### src/sv/line_follow_steering_control_top_assert.svh
// Assertion macros shared by the steering control block.
`ifndef LINE_FOLLOW_STEERING_CONTROL_TOP_ASSERT_SVH
`define LINE_FOLLOW_STEERING_CONTROL_TOP_ASSERT_SVH

// Same-cycle implication, disabled during reset.
`define LFSC_ASSERT_NOW(lbl, ante, cons, msg) \
  lbl: assert property (@(posedge clk) disable iff (rst) (ante) |-> (cons)) \
    else $error(msg);

// Next-cycle implication, disabled during reset.
`define LFSC_ASSERT_NEXT(lbl, ante, cons, msg) \
  lbl: assert property (@(posedge clk) disable iff (rst) (ante) |=> (cons)) \
    else $error(msg);

`endif

### src/sv/lfsc_pkg.sv
`default_nettype none

package lfsc_pkg;

  localparam int DRIVE_W = 16;
  localparam int TRIM_W  = 12;
  localparam int SPEED_W = 12;
  localparam int TURN_W  = 9;
  localparam int STEER_W = 26;
  localparam int DAMP_W  = 32;
  localparam int SUM_W   = 10;
  localparam int WORD_W  = 16;
  localparam int INDEX_W = 3;

  // Register indexes on the write port.
  localparam logic [INDEX_W-1:0] REG_KP_GAIN         = 3'd0;
  localparam logic [INDEX_W-1:0] REG_KD_GAIN         = 3'd1;
  localparam logic [INDEX_W-1:0] REG_RAMP_STEP       = 3'd2;
  localparam logic [INDEX_W-1:0] REG_SPEED_CAP       = 3'd3;
  localparam logic [INDEX_W-1:0] REG_LEFT_TRIM       = 3'd4;
  localparam logic [INDEX_W-1:0] REG_RIGHT_TRIM      = 3'd5;
  localparam logic [INDEX_W-1:0] REG_FINISH_WINDOW   = 3'd6;
  localparam logic [INDEX_W-1:0] REG_HALF_TURN_LIMIT = 3'd7;

  localparam logic [15:0]        KP_GAIN_RST         = 16'd2816;
  localparam logic signed [15:0] KD_GAIN_RST         = 16'sd0;
  localparam logic [7:0]         RAMP_STEP_RST       = 8'd2;
  localparam logic [11:0]        SPEED_CAP_RST       = 12'd1800;
  localparam logic signed [11:0] LEFT_TRIM_RST       = 12'sd310;
  localparam logic signed [11:0] RIGHT_TRIM_RST      = 12'sd380;
  localparam logic [7:0]         FINISH_WINDOW_RST   = 8'd20;
  localparam logic [7:0]         HALF_TURN_LIMIT_RST = 8'd170;

  // Sensor weights, left1..left4 then right4..right1.
  localparam logic signed [SUM_W-1:0] SENSOR_WEIGHT [8] = '{
    10'sd140, 10'sd120, 10'sd70, 10'sd22,
    -10'sd22, -10'sd70, -10'sd120, -10'sd140
  };

  localparam int CROSS_MIN = 3;
  localparam int CROSS_MAX = 6;

  typedef struct packed {
    logic [SPEED_W-1:0]        base;
    logic signed [STEER_W-1:0] steer;
    logic signed [DAMP_W-1:0]  damp;
  } drive_terms_t;

endpackage

`default_nettype wire

### src/sv/lfsc_in_if.sv
`default_nettype none

interface lfsc_in_if;
  logic              valid;
  logic              ready;
  logic [7:0]        line_bits;
  logic signed [8:0] yaw_angle;
  logic signed [15:0] yaw_rate;

  modport source (output valid, line_bits, yaw_angle, yaw_rate, input ready);
  modport sink   (input valid, line_bits, yaw_angle, yaw_rate, output ready);
endinterface

`default_nettype wire

### src/sv/lfsc_out_if.sv
`default_nettype none

interface lfsc_out_if;
  logic               valid;
  logic               ready;
  logic signed [15:0] left_drive;
  logic signed [15:0] right_drive;
  logic               brake;
  logic               finished;

  modport source (output valid, left_drive, right_drive, brake, finished, input ready);
  modport sink   (input valid, left_drive, right_drive, brake, finished, output ready);
endinterface

`default_nettype wire

### src/sv/line_follow_steering_control_top.sv
// Line follower steering control.
// sample (sink): one word per control tick with eight line sensor bits,
// yaw angle and yaw rate. result (source): one word per tick with the
// left and right motor commands, the brake strobe and the sticky
// finished flag. Registers are written through wr_en/wr_index/wr_data, only
// while no tick is in flight; the user must keep to this, the block does not enforce it.
// Each tick passes sensor decode into an input register, then a single pass
// of logic (base speed ramp, one 9x17 and one 16x16 multiply, saturation)
// into the result register, which presents the result word; one word is
// accepted every cycle while the receiver takes results. The multiply and
// add path into the result register sets the clock rate.
// If the receiver stalls, the result register holds its word and the input
// register takes one more word; after that sample.ready drops until the
// result is taken.
// Reset (synchronous, active high) empties both registers, loads the
// register defaults and clears base speed, turn value, half-lap and
// finished state.
`default_nettype none
`include "line_follow_steering_control_top_assert.svh"

module line_follow_steering_control_top
  import lfsc_pkg::*;
(
  input  wire logic                clk,
  input  wire logic                rst,
  lfsc_in_if.sink                  sample,
  lfsc_out_if.source               result,
  input  wire logic                wr_en,
  input  wire logic [INDEX_W-1:0]  wr_index,
  input  wire logic [WORD_W-1:0]   wr_data
);

  // Registers
  logic [15:0]        kp_gain;
  logic signed [15:0] kd_gain;
  logic [7:0]         ramp_step;
  logic [11:0]        speed_cap;
  logic signed [11:0] left_trim;
  logic signed [11:0] right_trim;
  logic [7:0]         finish_window;
  logic [7:0]         half_turn_limit;

  // Tick state
  logic [SPEED_W-1:0]       base_speed;
  logic signed [TURN_W-1:0] turn_value;
  logic                     half_lap_done;
  logic                     finish_flag;

  // Input register
  logic                     s1_valid;
  logic                     s1_many;
  logic                     s1_few;
  logic                     s1_none;
  logic signed [TURN_W-1:0] s1_quot;
  logic signed [8:0]        s1_yaw;
  logic signed [15:0]       s1_rate;

  logic s1_move;

  always_ff @(posedge clk) begin
    if (rst) begin
      kp_gain         <= KP_GAIN_RST;
      kd_gain         <= KD_GAIN_RST;
      ramp_step       <= RAMP_STEP_RST;
      speed_cap       <= SPEED_CAP_RST;
      left_trim       <= LEFT_TRIM_RST;
      right_trim      <= RIGHT_TRIM_RST;
      finish_window   <= FINISH_WINDOW_RST;
      half_turn_limit <= HALF_TURN_LIMIT_RST;
    end else if (wr_en) begin
      case (wr_index)
        REG_KP_GAIN:         kp_gain         <= wr_data;
        REG_KD_GAIN:         kd_gain         <= $signed(wr_data);
        REG_RAMP_STEP:       ramp_step       <= wr_data[7:0];
        REG_SPEED_CAP:       speed_cap       <= wr_data[11:0];
        REG_LEFT_TRIM:       left_trim       <= $signed(wr_data[11:0]);
        REG_RIGHT_TRIM:      right_trim      <= $signed(wr_data[11:0]);
        REG_FINISH_WINDOW:   finish_window   <= wr_data[7:0];
        REG_HALF_TURN_LIMIT: half_turn_limit <= wr_data[7:0];
        default: ;
      endcase
    end
  end

  // Sensor decode ahead of the input register
  logic [3:0]              cnt;
  logic signed [SUM_W-1:0] sum;
  logic signed [SUM_W-1:0] half;

  always_comb begin
    cnt = '0;
    sum = '0;
    for (int i = 0; i < 8; i++) begin
      if (sample.line_bits[i]) begin
        cnt = cnt + 4'd1;
        sum = sum + SENSOR_WEIGHT[i];
      end
    end
    // Halve toward zero for two sensors.
    half = (sum + $signed({{(SUM_W-1){1'b0}}, sum[SUM_W-1]})) >>> 1;
  end

  assign s1_move      = s1_valid && (!result.valid || result.ready);
  assign sample.ready = !s1_valid || s1_move;

  always_ff @(posedge clk) begin
    if (rst) begin
      s1_valid <= 1'b0;
    end else if (sample.ready) begin
      s1_valid <= sample.valid;
    end
  end

  always_ff @(posedge clk) begin
    if (sample.valid && sample.ready) begin
      s1_many <= cnt >= 4'(CROSS_MIN);
      s1_few  <= cnt < 4'(CROSS_MAX);
      s1_none <= cnt == 4'd0;
      s1_quot <= (cnt == 4'd1) ? TURN_W'(sum) : TURN_W'(half);
      s1_yaw  <= sample.yaw_angle;
      s1_rate <= sample.yaw_rate;
    end
  end

  // Tick logic
  logic [SPEED_W:0]          base_sum;
  logic [SPEED_W-1:0]        base_next;
  logic signed [TURN_W-1:0]  turn_next;
  logic signed [9:0]         yaw_w;
  logic signed [9:0]         fw_w;
  logic signed [9:0]         htl_w;
  logic                      finish_hit;
  logic                      half_lap_next;
  logic                      finish_flag_next;
  drive_terms_t              terms;
  logic signed [DRIVE_W-1:0] left_val;
  logic signed [DRIVE_W-1:0] right_val;

  always_comb begin
    base_sum  = {1'b0, base_speed} + (SPEED_W+1)'(ramp_step);
    base_next = (base_sum > {1'b0, speed_cap}) ? speed_cap : base_sum[SPEED_W-1:0];

    yaw_w = 10'(s1_yaw);
    fw_w  = $signed({2'b0, finish_window});
    htl_w = $signed({2'b0, half_turn_limit});

    finish_hit = s1_many && s1_few && half_lap_done && (yaw_w < fw_w) && (yaw_w > -fw_w);

    if (s1_many) begin
      turn_next = '0;
    end else if (s1_none) begin
      turn_next = turn_value;
    end else begin
      turn_next = s1_quot;
    end

    half_lap_next    = half_lap_done || (!finish_hit && ((yaw_w > htl_w) || (yaw_w < -htl_w)));
    finish_flag_next = finish_flag || finish_hit;

    terms.base  = base_next;
    terms.steer = STEER_W'(turn_next * $signed({1'b0, kp_gain}));
    terms.damp  = DAMP_W'(kd_gain * s1_rate);
  end

  lfsc_drive u_left (
    .terms     (terms),
    .steer_neg (1'b1),
    .trim      (left_trim),
    .drive     (left_val)
  );

  lfsc_drive u_right (
    .terms     (terms),
    .steer_neg (1'b0),
    .trim      (right_trim),
    .drive     (right_val)
  );

  // Advance state as the word leaves the input register
  always_ff @(posedge clk) begin
    if (rst) begin
      base_speed    <= '0;
      turn_value    <= '0;
      half_lap_done <= 1'b0;
      finish_flag   <= 1'b0;
    end else if (s1_move) begin
      base_speed    <= base_next;
      turn_value    <= turn_next;
      half_lap_done <= half_lap_next;
      finish_flag   <= finish_flag_next;
    end
  end

  always_ff @(posedge clk) begin
    if (rst) begin
      result.valid <= 1'b0;
    end else if (s1_move) begin
      result.valid <= 1'b1;
    end else if (result.ready) begin
      result.valid <= 1'b0;
    end
  end

  always_ff @(posedge clk) begin
    if (s1_move) begin
      result.left_drive  <= finish_hit ? '0 : left_val;
      result.right_drive <= finish_hit ? '0 : right_val;
      result.brake       <= finish_hit;
      result.finished    <= finish_flag_next;
    end
  end

  `LFSC_ASSERT_NOW(a_brake_word, result.valid && result.brake, result.finished && (result.left_drive == 16'sd0) && (result.right_drive == 16'sd0), "brake word must carry finished and zero drives")
  `LFSC_ASSERT_NEXT(a_finish_sticky, finish_flag, finish_flag, "finished flag dropped")
  `LFSC_ASSERT_NEXT(a_speed_capped, s1_move, base_speed <= $past(speed_cap), "base speed above cap")
  `LFSC_ASSERT_NOW(a_stall_holds, s1_valid && result.valid && !result.ready, !sample.ready, "input taken with both registers full")

endmodule

`default_nettype wire

### src/sv/lfsc_drive.sv
`default_nettype none

module lfsc_drive
  import lfsc_pkg::*;
(
  input  wire drive_terms_t          terms,
  input  wire logic                  steer_neg,
  input  wire logic signed [TRIM_W-1:0] trim,
  output logic signed [DRIVE_W-1:0]  drive
);

  localparam int Q_W   = 34;
  localparam int V_W   = 26;
  localparam logic signed [V_W-1:0] SAT_HI = V_W'(32767);
  localparam logic signed [V_W-1:0] SAT_LO = -V_W'(32768);

  logic signed [Q_W-1:0] base_q;
  logic signed [Q_W-1:0] steer_q;
  logic signed [Q_W-1:0] q;
  logic signed [Q_W-1:0] q_shr;
  logic signed [V_W-1:0] scaled;
  logic signed [V_W-1:0] v;

  always_comb begin
    base_q  = $signed({{(Q_W-SPEED_W-8){1'b0}}, terms.base, 8'b0});
    steer_q = Q_W'(terms.steer);
    q       = steer_neg ? base_q - steer_q + Q_W'(terms.damp)
                        : base_q + steer_q + Q_W'(terms.damp);
    // Divide by 256 rounding toward zero.
    q_shr   = q >>> 8;
    scaled  = V_W'(q_shr);
    if (q[Q_W-1] && (|q[7:0])) begin
      scaled = scaled + V_W'(1);
    end
    v = scaled + V_W'(trim);
    if (v > SAT_HI) begin
      drive = DRIVE_W'(SAT_HI);
    end else if (v < SAT_LO) begin
      drive = DRIVE_W'(SAT_LO);
    end else begin
      drive = DRIVE_W'(v);
    end
  end

endmodule

`default_nettype wire

### src/flat_wrapper.sv
// flat-port wrapper written by rule: the top's interface ports become plain ports
module line_follow_steering_control_top_flat import lfsc_pkg::*;
  (clk, rst, wr_en, wr_index, wr_data, sample_valid, sample_line_bits, sample_yaw_angle, sample_yaw_rate, sample_ready, result_valid, result_left_drive, result_right_drive, result_brake, result_finished, result_ready);
  lfsc_in_if sample_i ();
  lfsc_out_if result_i ();
  input  wire logic clk;
  input  wire logic rst;
  input  wire logic wr_en;
  input  wire logic [INDEX_W-1:0] wr_index;
  input  wire logic [WORD_W-1:0] wr_data;
  input wire logic [$bits(sample_i.valid)-1:0] sample_valid;
  input wire logic [$bits(sample_i.line_bits)-1:0] sample_line_bits;
  input wire logic [$bits(sample_i.yaw_angle)-1:0] sample_yaw_angle;
  input wire logic [$bits(sample_i.yaw_rate)-1:0] sample_yaw_rate;
  output wire logic [$bits(sample_i.ready)-1:0] sample_ready;
  output wire logic [$bits(result_i.valid)-1:0] result_valid;
  output wire logic [$bits(result_i.left_drive)-1:0] result_left_drive;
  output wire logic [$bits(result_i.right_drive)-1:0] result_right_drive;
  output wire logic [$bits(result_i.brake)-1:0] result_brake;
  output wire logic [$bits(result_i.finished)-1:0] result_finished;
  input wire logic [$bits(result_i.ready)-1:0] result_ready;
  assign sample_i.valid = sample_valid;
  assign sample_i.line_bits = sample_line_bits;
  assign sample_i.yaw_angle = sample_yaw_angle;
  assign sample_i.yaw_rate = sample_yaw_rate;
  assign sample_ready = sample_i.ready;
  assign result_valid = result_i.valid;
  assign result_left_drive = result_i.left_drive;
  assign result_right_drive = result_i.right_drive;
  assign result_brake = result_i.brake;
  assign result_finished = result_i.finished;
  assign result_i.ready = result_ready;
  line_follow_steering_control_top u_core (.clk(clk), .rst(rst), .sample(sample_i), .result(result_i), .wr_en(wr_en), .wr_index(wr_index), .wr_data(wr_data));
endmodule
### config.mk
export PLATFORM = sky130hd
export DESIGN_NAME = line_follow_steering_control_top_flat
export DESIGN_NICKNAME = d
export VERILOG_FILES = /design/src/sv/lfsc_pkg.sv /design/src/sv/lfsc_in_if.sv /design/src/sv/lfsc_out_if.sv /design/src/sv/line_follow_steering_control_top.sv /design/src/sv/lfsc_drive.sv /design/src/flat_wrapper.sv
export VERILOG_INCLUDE_DIRS = /design/src /design/src/sv
export SDC_FILE = /design/constraint.sdc
export NUM_CORES = 2
export LEC_CHECK = 0
export BUFFER_PORTS_ARGS = -buffer_cell sky130_fd_sc_hd__buf_2
export CAP_MARGIN = 40
export CORE_MARGIN = 5
export CORE_UTILIZATION = 24
export CTS_CLUSTER_SIZE = 28
export DETAILED_ROUTE_END_ITERATION = 12
export SETUP_SLACK_MARGIN = 0.4
export SLEW_MARGIN = 20
export SYNTH_ARGS = -nofsm -noshare
export SYNTH_HDL_FRONTEND = slang
export SYNTH_SLANG_ARGS = --single-unit
### constraint.sdc
create_clock -name clk -period 12.1 [get_ports clk]
set_input_delay 1.815 -clock clk [delete_from_list [all_inputs] [get_ports clk]]
set_output_delay 1.815 -clock clk [all_outputs]
set_load 0.02 [all_outputs]
==> results.json <==
{
  "outcome": "finished clean",
  "ys_seq_elements": 188,
  "detail_route.iter0.violations": 1708,
  "dpl_hpwl_um": 82000,
  "first_global_vias": 29291,
  "antenna_found_initial": 16,
  "slew_viol_final": 0,
  "areaGrowthSynthToFinish_pct": 20.9,
  "grt_max_degree": 49,
  "path_common_cell": "sky130_fd_sc_hd__inv_1",
  "ys_warn_count": 0,
  "core_region_area_um2": 140000,
  "seq_area_frac_synth_pct": 13.2,
  "crit_slowest_cell": "sky130_fd_sc_hd__fa_1",
  "timing_worst_slew_pin_value_ps": 965,
  "required_time_reported_for_the_critical_path_endpoint_ps": 12460,
  "cts-hold-fix-buffers": 0,
  "cts-root-buf": "sky130_fd_sc_hd__clkbuf_16",
  "drive_gt1_share_pct": 17.2,
  "yosys_most_used_dff": "sky130_fd_sc_hd__dfxtp_1",
  "setup_viol_count_final": 0,
  "critPathMaxStageDelay_ps": 560,
  "rsz0062_at_grt": "true",
  "setup.reg_to_reg.worst_slack_ps": 300,
  "cts_tree": "done",
  "portBuffers": 92,
  "drt_drc_violations_left": 0,
  "final-instance-count-excl-fill": 6230,
  "timing.final.hold_violations": 0,
  "detail_route.vias_per_cell": 4.61,
  "post_synth.cell_area_avg_um2": 8.41,
  "synth_fp_nets": 4872,
  "grt_overflow_total": 0,
  "synth-async-reset-ratio_pct": 0,
  "drtAntennaViolNets": 0,
  "routed-via-count": 28708,
  "drt-wirelength-per-cell_um": 15.9,
  "final.hold.worst_slack_ps": 458,
  "critical_path_sink_type": "flop",
  "tritoncts.num_buffers": 17,
  "clk_sinks": 188,
  "final.setup_skew_ps": 22.9,
  "cts_max_level": 4,
  "finalCritPeriodShare_pct": 97.5,
  "syn_area_um2": 33900,
  "start_kind": "flop",
  "worst_slew_margin_rel_pct": 35.2,
  "die_area_um2": 149000,
  "die_h_um": 386,
  "max_cap_violations": 0,
  "max_freq_mhz": 84.8,
  "numPlacedInstances": 6144,
  "detail_route.first_pass.iterations": 7,
  "post-route-min-period_ps": 11800,
  "io_pins": 93,
  "grt_util_all_layers_pct": 13.3,
  "yosys.cell_types.count": 100,
  "setup.worst_path.class": "reg2reg",
  "chipWidth_um": 386,
  "routed_wirelength_um": 99200,
  "floorplan.initialDensity_pct": 24.2,
  "grt_pass1_wl_um": 158000,
  "clk_path_buf_depth": 2,
  "synth_enable_flop_cells": 71,
  "design.final.nets": 5180,
  "min_path_type": "reg2reg",
  "globalplace.congestion": 0.907,
  "critical_path.max_fanout": 5,
  "placement_rows": 137,
  "clock_latency_ps": 520,
  "clkSlewWorstSetupHoldPaths_ps": 90,
  "worstPathArrival_ps": 12150,
  "number_of_cells_produced_by_synthesis": 4030
}
==> worst max-delay path, delay by kind of cell (launching register included) <==
family / cells / cell delay (ps)
xor+xnor: 2 / 190
simple gates: 10 / 1860
compound gates: 14 / 2830
fa+ha+maj: 11 / 4370
buf+inv: 13 / 1550
flops: 1 / 480
mux: 1 / 340
==> per-layer routing <==
layer | routed length [um] | track usage (%) | part of all wire, %
met1 | 45300 | 17.8 | 46
met2 | 47500 | 22.5 | 48
met3 | 4150 | 1.76 | 4.2
met4 | 2280 | 3.40 | 2.3
met5 | 25 | 0 | 0.025
==> cells in the final DEF, fill, tap and decap left out, types with 17 or more instances in the layout <==
cell type / synthesis / routed
sky130_fd_sc_hd__edfxtp_1: 71 / 71
sky130_fd_sc_hd__ha_4: 0 / 32
sky130_fd_sc_hd__fa_1: 378 / 371
sky130_fd_sc_hd__buf_4: 2 / 316
sky130_fd_sc_hd__a211oi_1: 25 / 21
sky130_fd_sc_hd__buf_2: 9 / 91
sky130_fd_sc_hd__nor2_1: 206 / 187
sky130_fd_sc_hd__nor2b_1: 39 / 38
sky130_fd_sc_hd__ha_1: 407 / 370
sky130_fd_sc_hd__a21oi_1: 246 / 213
sky130_fd_sc_hd__a21oi_2: 3 / 33
sky130_fd_sc_hd__nand4_1: 42 / 42
sky130_fd_sc_hd__dfxtp_1: 117 / 117
sky130_fd_sc_hd__o211ai_1: 38 / 38
sky130_fd_sc_hd__a21o_1: 76 / 76
sky130_fd_sc_hd__o21ai_0: 83 / 68
sky130_fd_sc_hd__nand2_1: 503 / 498
sky130_fd_sc_hd__and3_1: 33 / 27
sky130_fd_sc_hd__xor2_1: 87 / 81
sky130_fd_sc_hd__or2_2: 30 / 25
sky130_fd_sc_hd__nand2b_1: 44 / 44
sky130_fd_sc_hd__nand3_1: 72 / 64
sky130_fd_sc_hd__inv_1: 570 / 564
sky130_fd_sc_hd__clkbuf_16: 0 / 18
sky130_fd_sc_hd__o21ai_2: 1 / 18
sky130_fd_sc_hd__mux2i_1: 42 / 41
sky130_fd_sc_hd__and2_1: 204 / 202
sky130_fd_sc_hd__o21bai_1: 28 / 28
sky130_fd_sc_hd__xnor2_1: 164 / 149
sky130_fd_sc_hd__or3_1: 24 / 19
sky130_fd_sc_hd__o21a_1: 32 / 32
sky130_fd_sc_hd__nor3_1: 54 / 48
sky130_fd_sc_hd__buf_6: 3 / 17
sky130_fd_sc_hd__o2111ai_1: 23 / 19
==> kinds of logic (layout without fill, tap and decap cells) <==
family	count (synthesis)	count (layout)	share of synthesized area, %
other	0	3	0
adder cells (fa/ha/maj)	785	785	37.4
multiplexers	49	49	1.52
buffers and inverters	718	1039	8.08
AND/OR/NAND/NOR	1321	1321	19.1
XOR/XNOR	254	254	6.67
flip-flops	188	188	13.2
AO/OA/AOI/OAI	715	715	14.0
==> registers in the layout (all words and copies together), names as in the netlist, 8 cells and up <==
register                   flops
u_core.turn_value              9
u_core.kp_gain                16
u_core.s1_quot                 9
u_core.ramp_step               8
u_core.kd_gain                16
u_core.base_speed             12
u_core.speed_cap              12
u_core.s1_rate                16
u_core.s1_yaw                  9
u_core.finish_window           8
u_core.result.right_drive     16
u_core.half_turn_limit         8
u_core.left_trim              12
u_core.right_trim             12
u_core.result.left_drive      16
==> path summary, 6_finish.rpt <==
| kind | end | cells after the start | start |
|---|---|---|---|
| worst min-delay path | u_core.speed_cap[1]$_SDFFE_PP0P_ | 2 | u_core.speed_cap[1]$_SDFFE_PP0P_ |
| worst min register to register | u_core.speed_cap[1]$_SDFFE_PP0P_ | 2 | u_core.speed_cap[1]$_SDFFE_PP0P_ |
| worst max register to register | u_core.result.right_drive[11]$_SDFFCE_PP0P_ | 51 | u_core.s1_rate[4]$_DFFE_PP_ |
| worst max-delay path | u_core.result.right_drive[11]$_SDFFCE_PP0P_ | 51 | u_core.s1_rate[4]$_DFFE_PP_ |
==> synthesized netlist by cell type, types with 23 or more instances <==
cell	count	area (um2)
sky130_fd_sc_hd__a211oi_1	25	188
sky130_fd_sc_hd__a21o_1	76	571
sky130_fd_sc_hd__a21oi_1	246	1230
sky130_fd_sc_hd__and2_1	204	1280
sky130_fd_sc_hd__and3_1	33	206
sky130_fd_sc_hd__clkbuf_1	111	417
sky130_fd_sc_hd__dfxtp_1	117	2340
sky130_fd_sc_hd__edfxtp_1	71	2130
sky130_fd_sc_hd__fa_1	378	7570
sky130_fd_sc_hd__ha_1	407	5090
sky130_fd_sc_hd__inv_1	570	2140
sky130_fd_sc_hd__mux2i_1	42	420
sky130_fd_sc_hd__nand2_1	503	1890
sky130_fd_sc_hd__nand2b_1	44	275
sky130_fd_sc_hd__nand3_1	72	360
sky130_fd_sc_hd__nand4_1	42	263
sky130_fd_sc_hd__nor2_1	206	773
sky130_fd_sc_hd__nor2b_1	39	244
sky130_fd_sc_hd__nor3_1	54	270
sky130_fd_sc_hd__o2111ai_1	23	201
sky130_fd_sc_hd__o211ai_1	38	285
sky130_fd_sc_hd__o21a_1	32	240
sky130_fd_sc_hd__o21ai_0	83	415
sky130_fd_sc_hd__o21bai_1	28	210
sky130_fd_sc_hd__or2_2	30	188
sky130_fd_sc_hd__or3_1	24	150
sky130_fd_sc_hd__xnor2_1	164	1440
sky130_fd_sc_hd__xor2_1	87	762
==> through the flow <==
step | setup TNS, ps | util, % | setup slack, ps | instance area (um2)
final | 0 | 29.3 | 304 | 41000
after global routing | -2130 | 29.3 | -166 | 41000
after CTS | 0 | 28.6 | 282 | 40000
after detailed placement | -631 | 27.6 | -83.7 | 38500
after global placement | 0 | 27.5 | 41.1 | 38500
after floorplan | 0 | - | 400 | 34100
==> cell type report <==
class | count | area, um2
clock buffers | 17 | 425
multi-input cells | 3124 | 28200
repair buffers | 435 | 3240
well taps | 1876 | 2350
diodes | 3 | 7.51
clock inverters | 15 | 170
inverters | 572 | 2150
fillers | 14911 | 98900
flip-flops and latches | 188 | 4470
==> timing repair <==
action / 4_1_cts / 5_1_grt
pin swaps: 84 / 108
buffers inserted: 27 / 17
resized for setup: 120 / 160
gates cloned: 4 / 1
setup endpoints to repair: 32 / 32
Power is left out: the tool's default activity adds up to more than one toggle a clock period on the data nets, which glitch-free logic cannot reach.
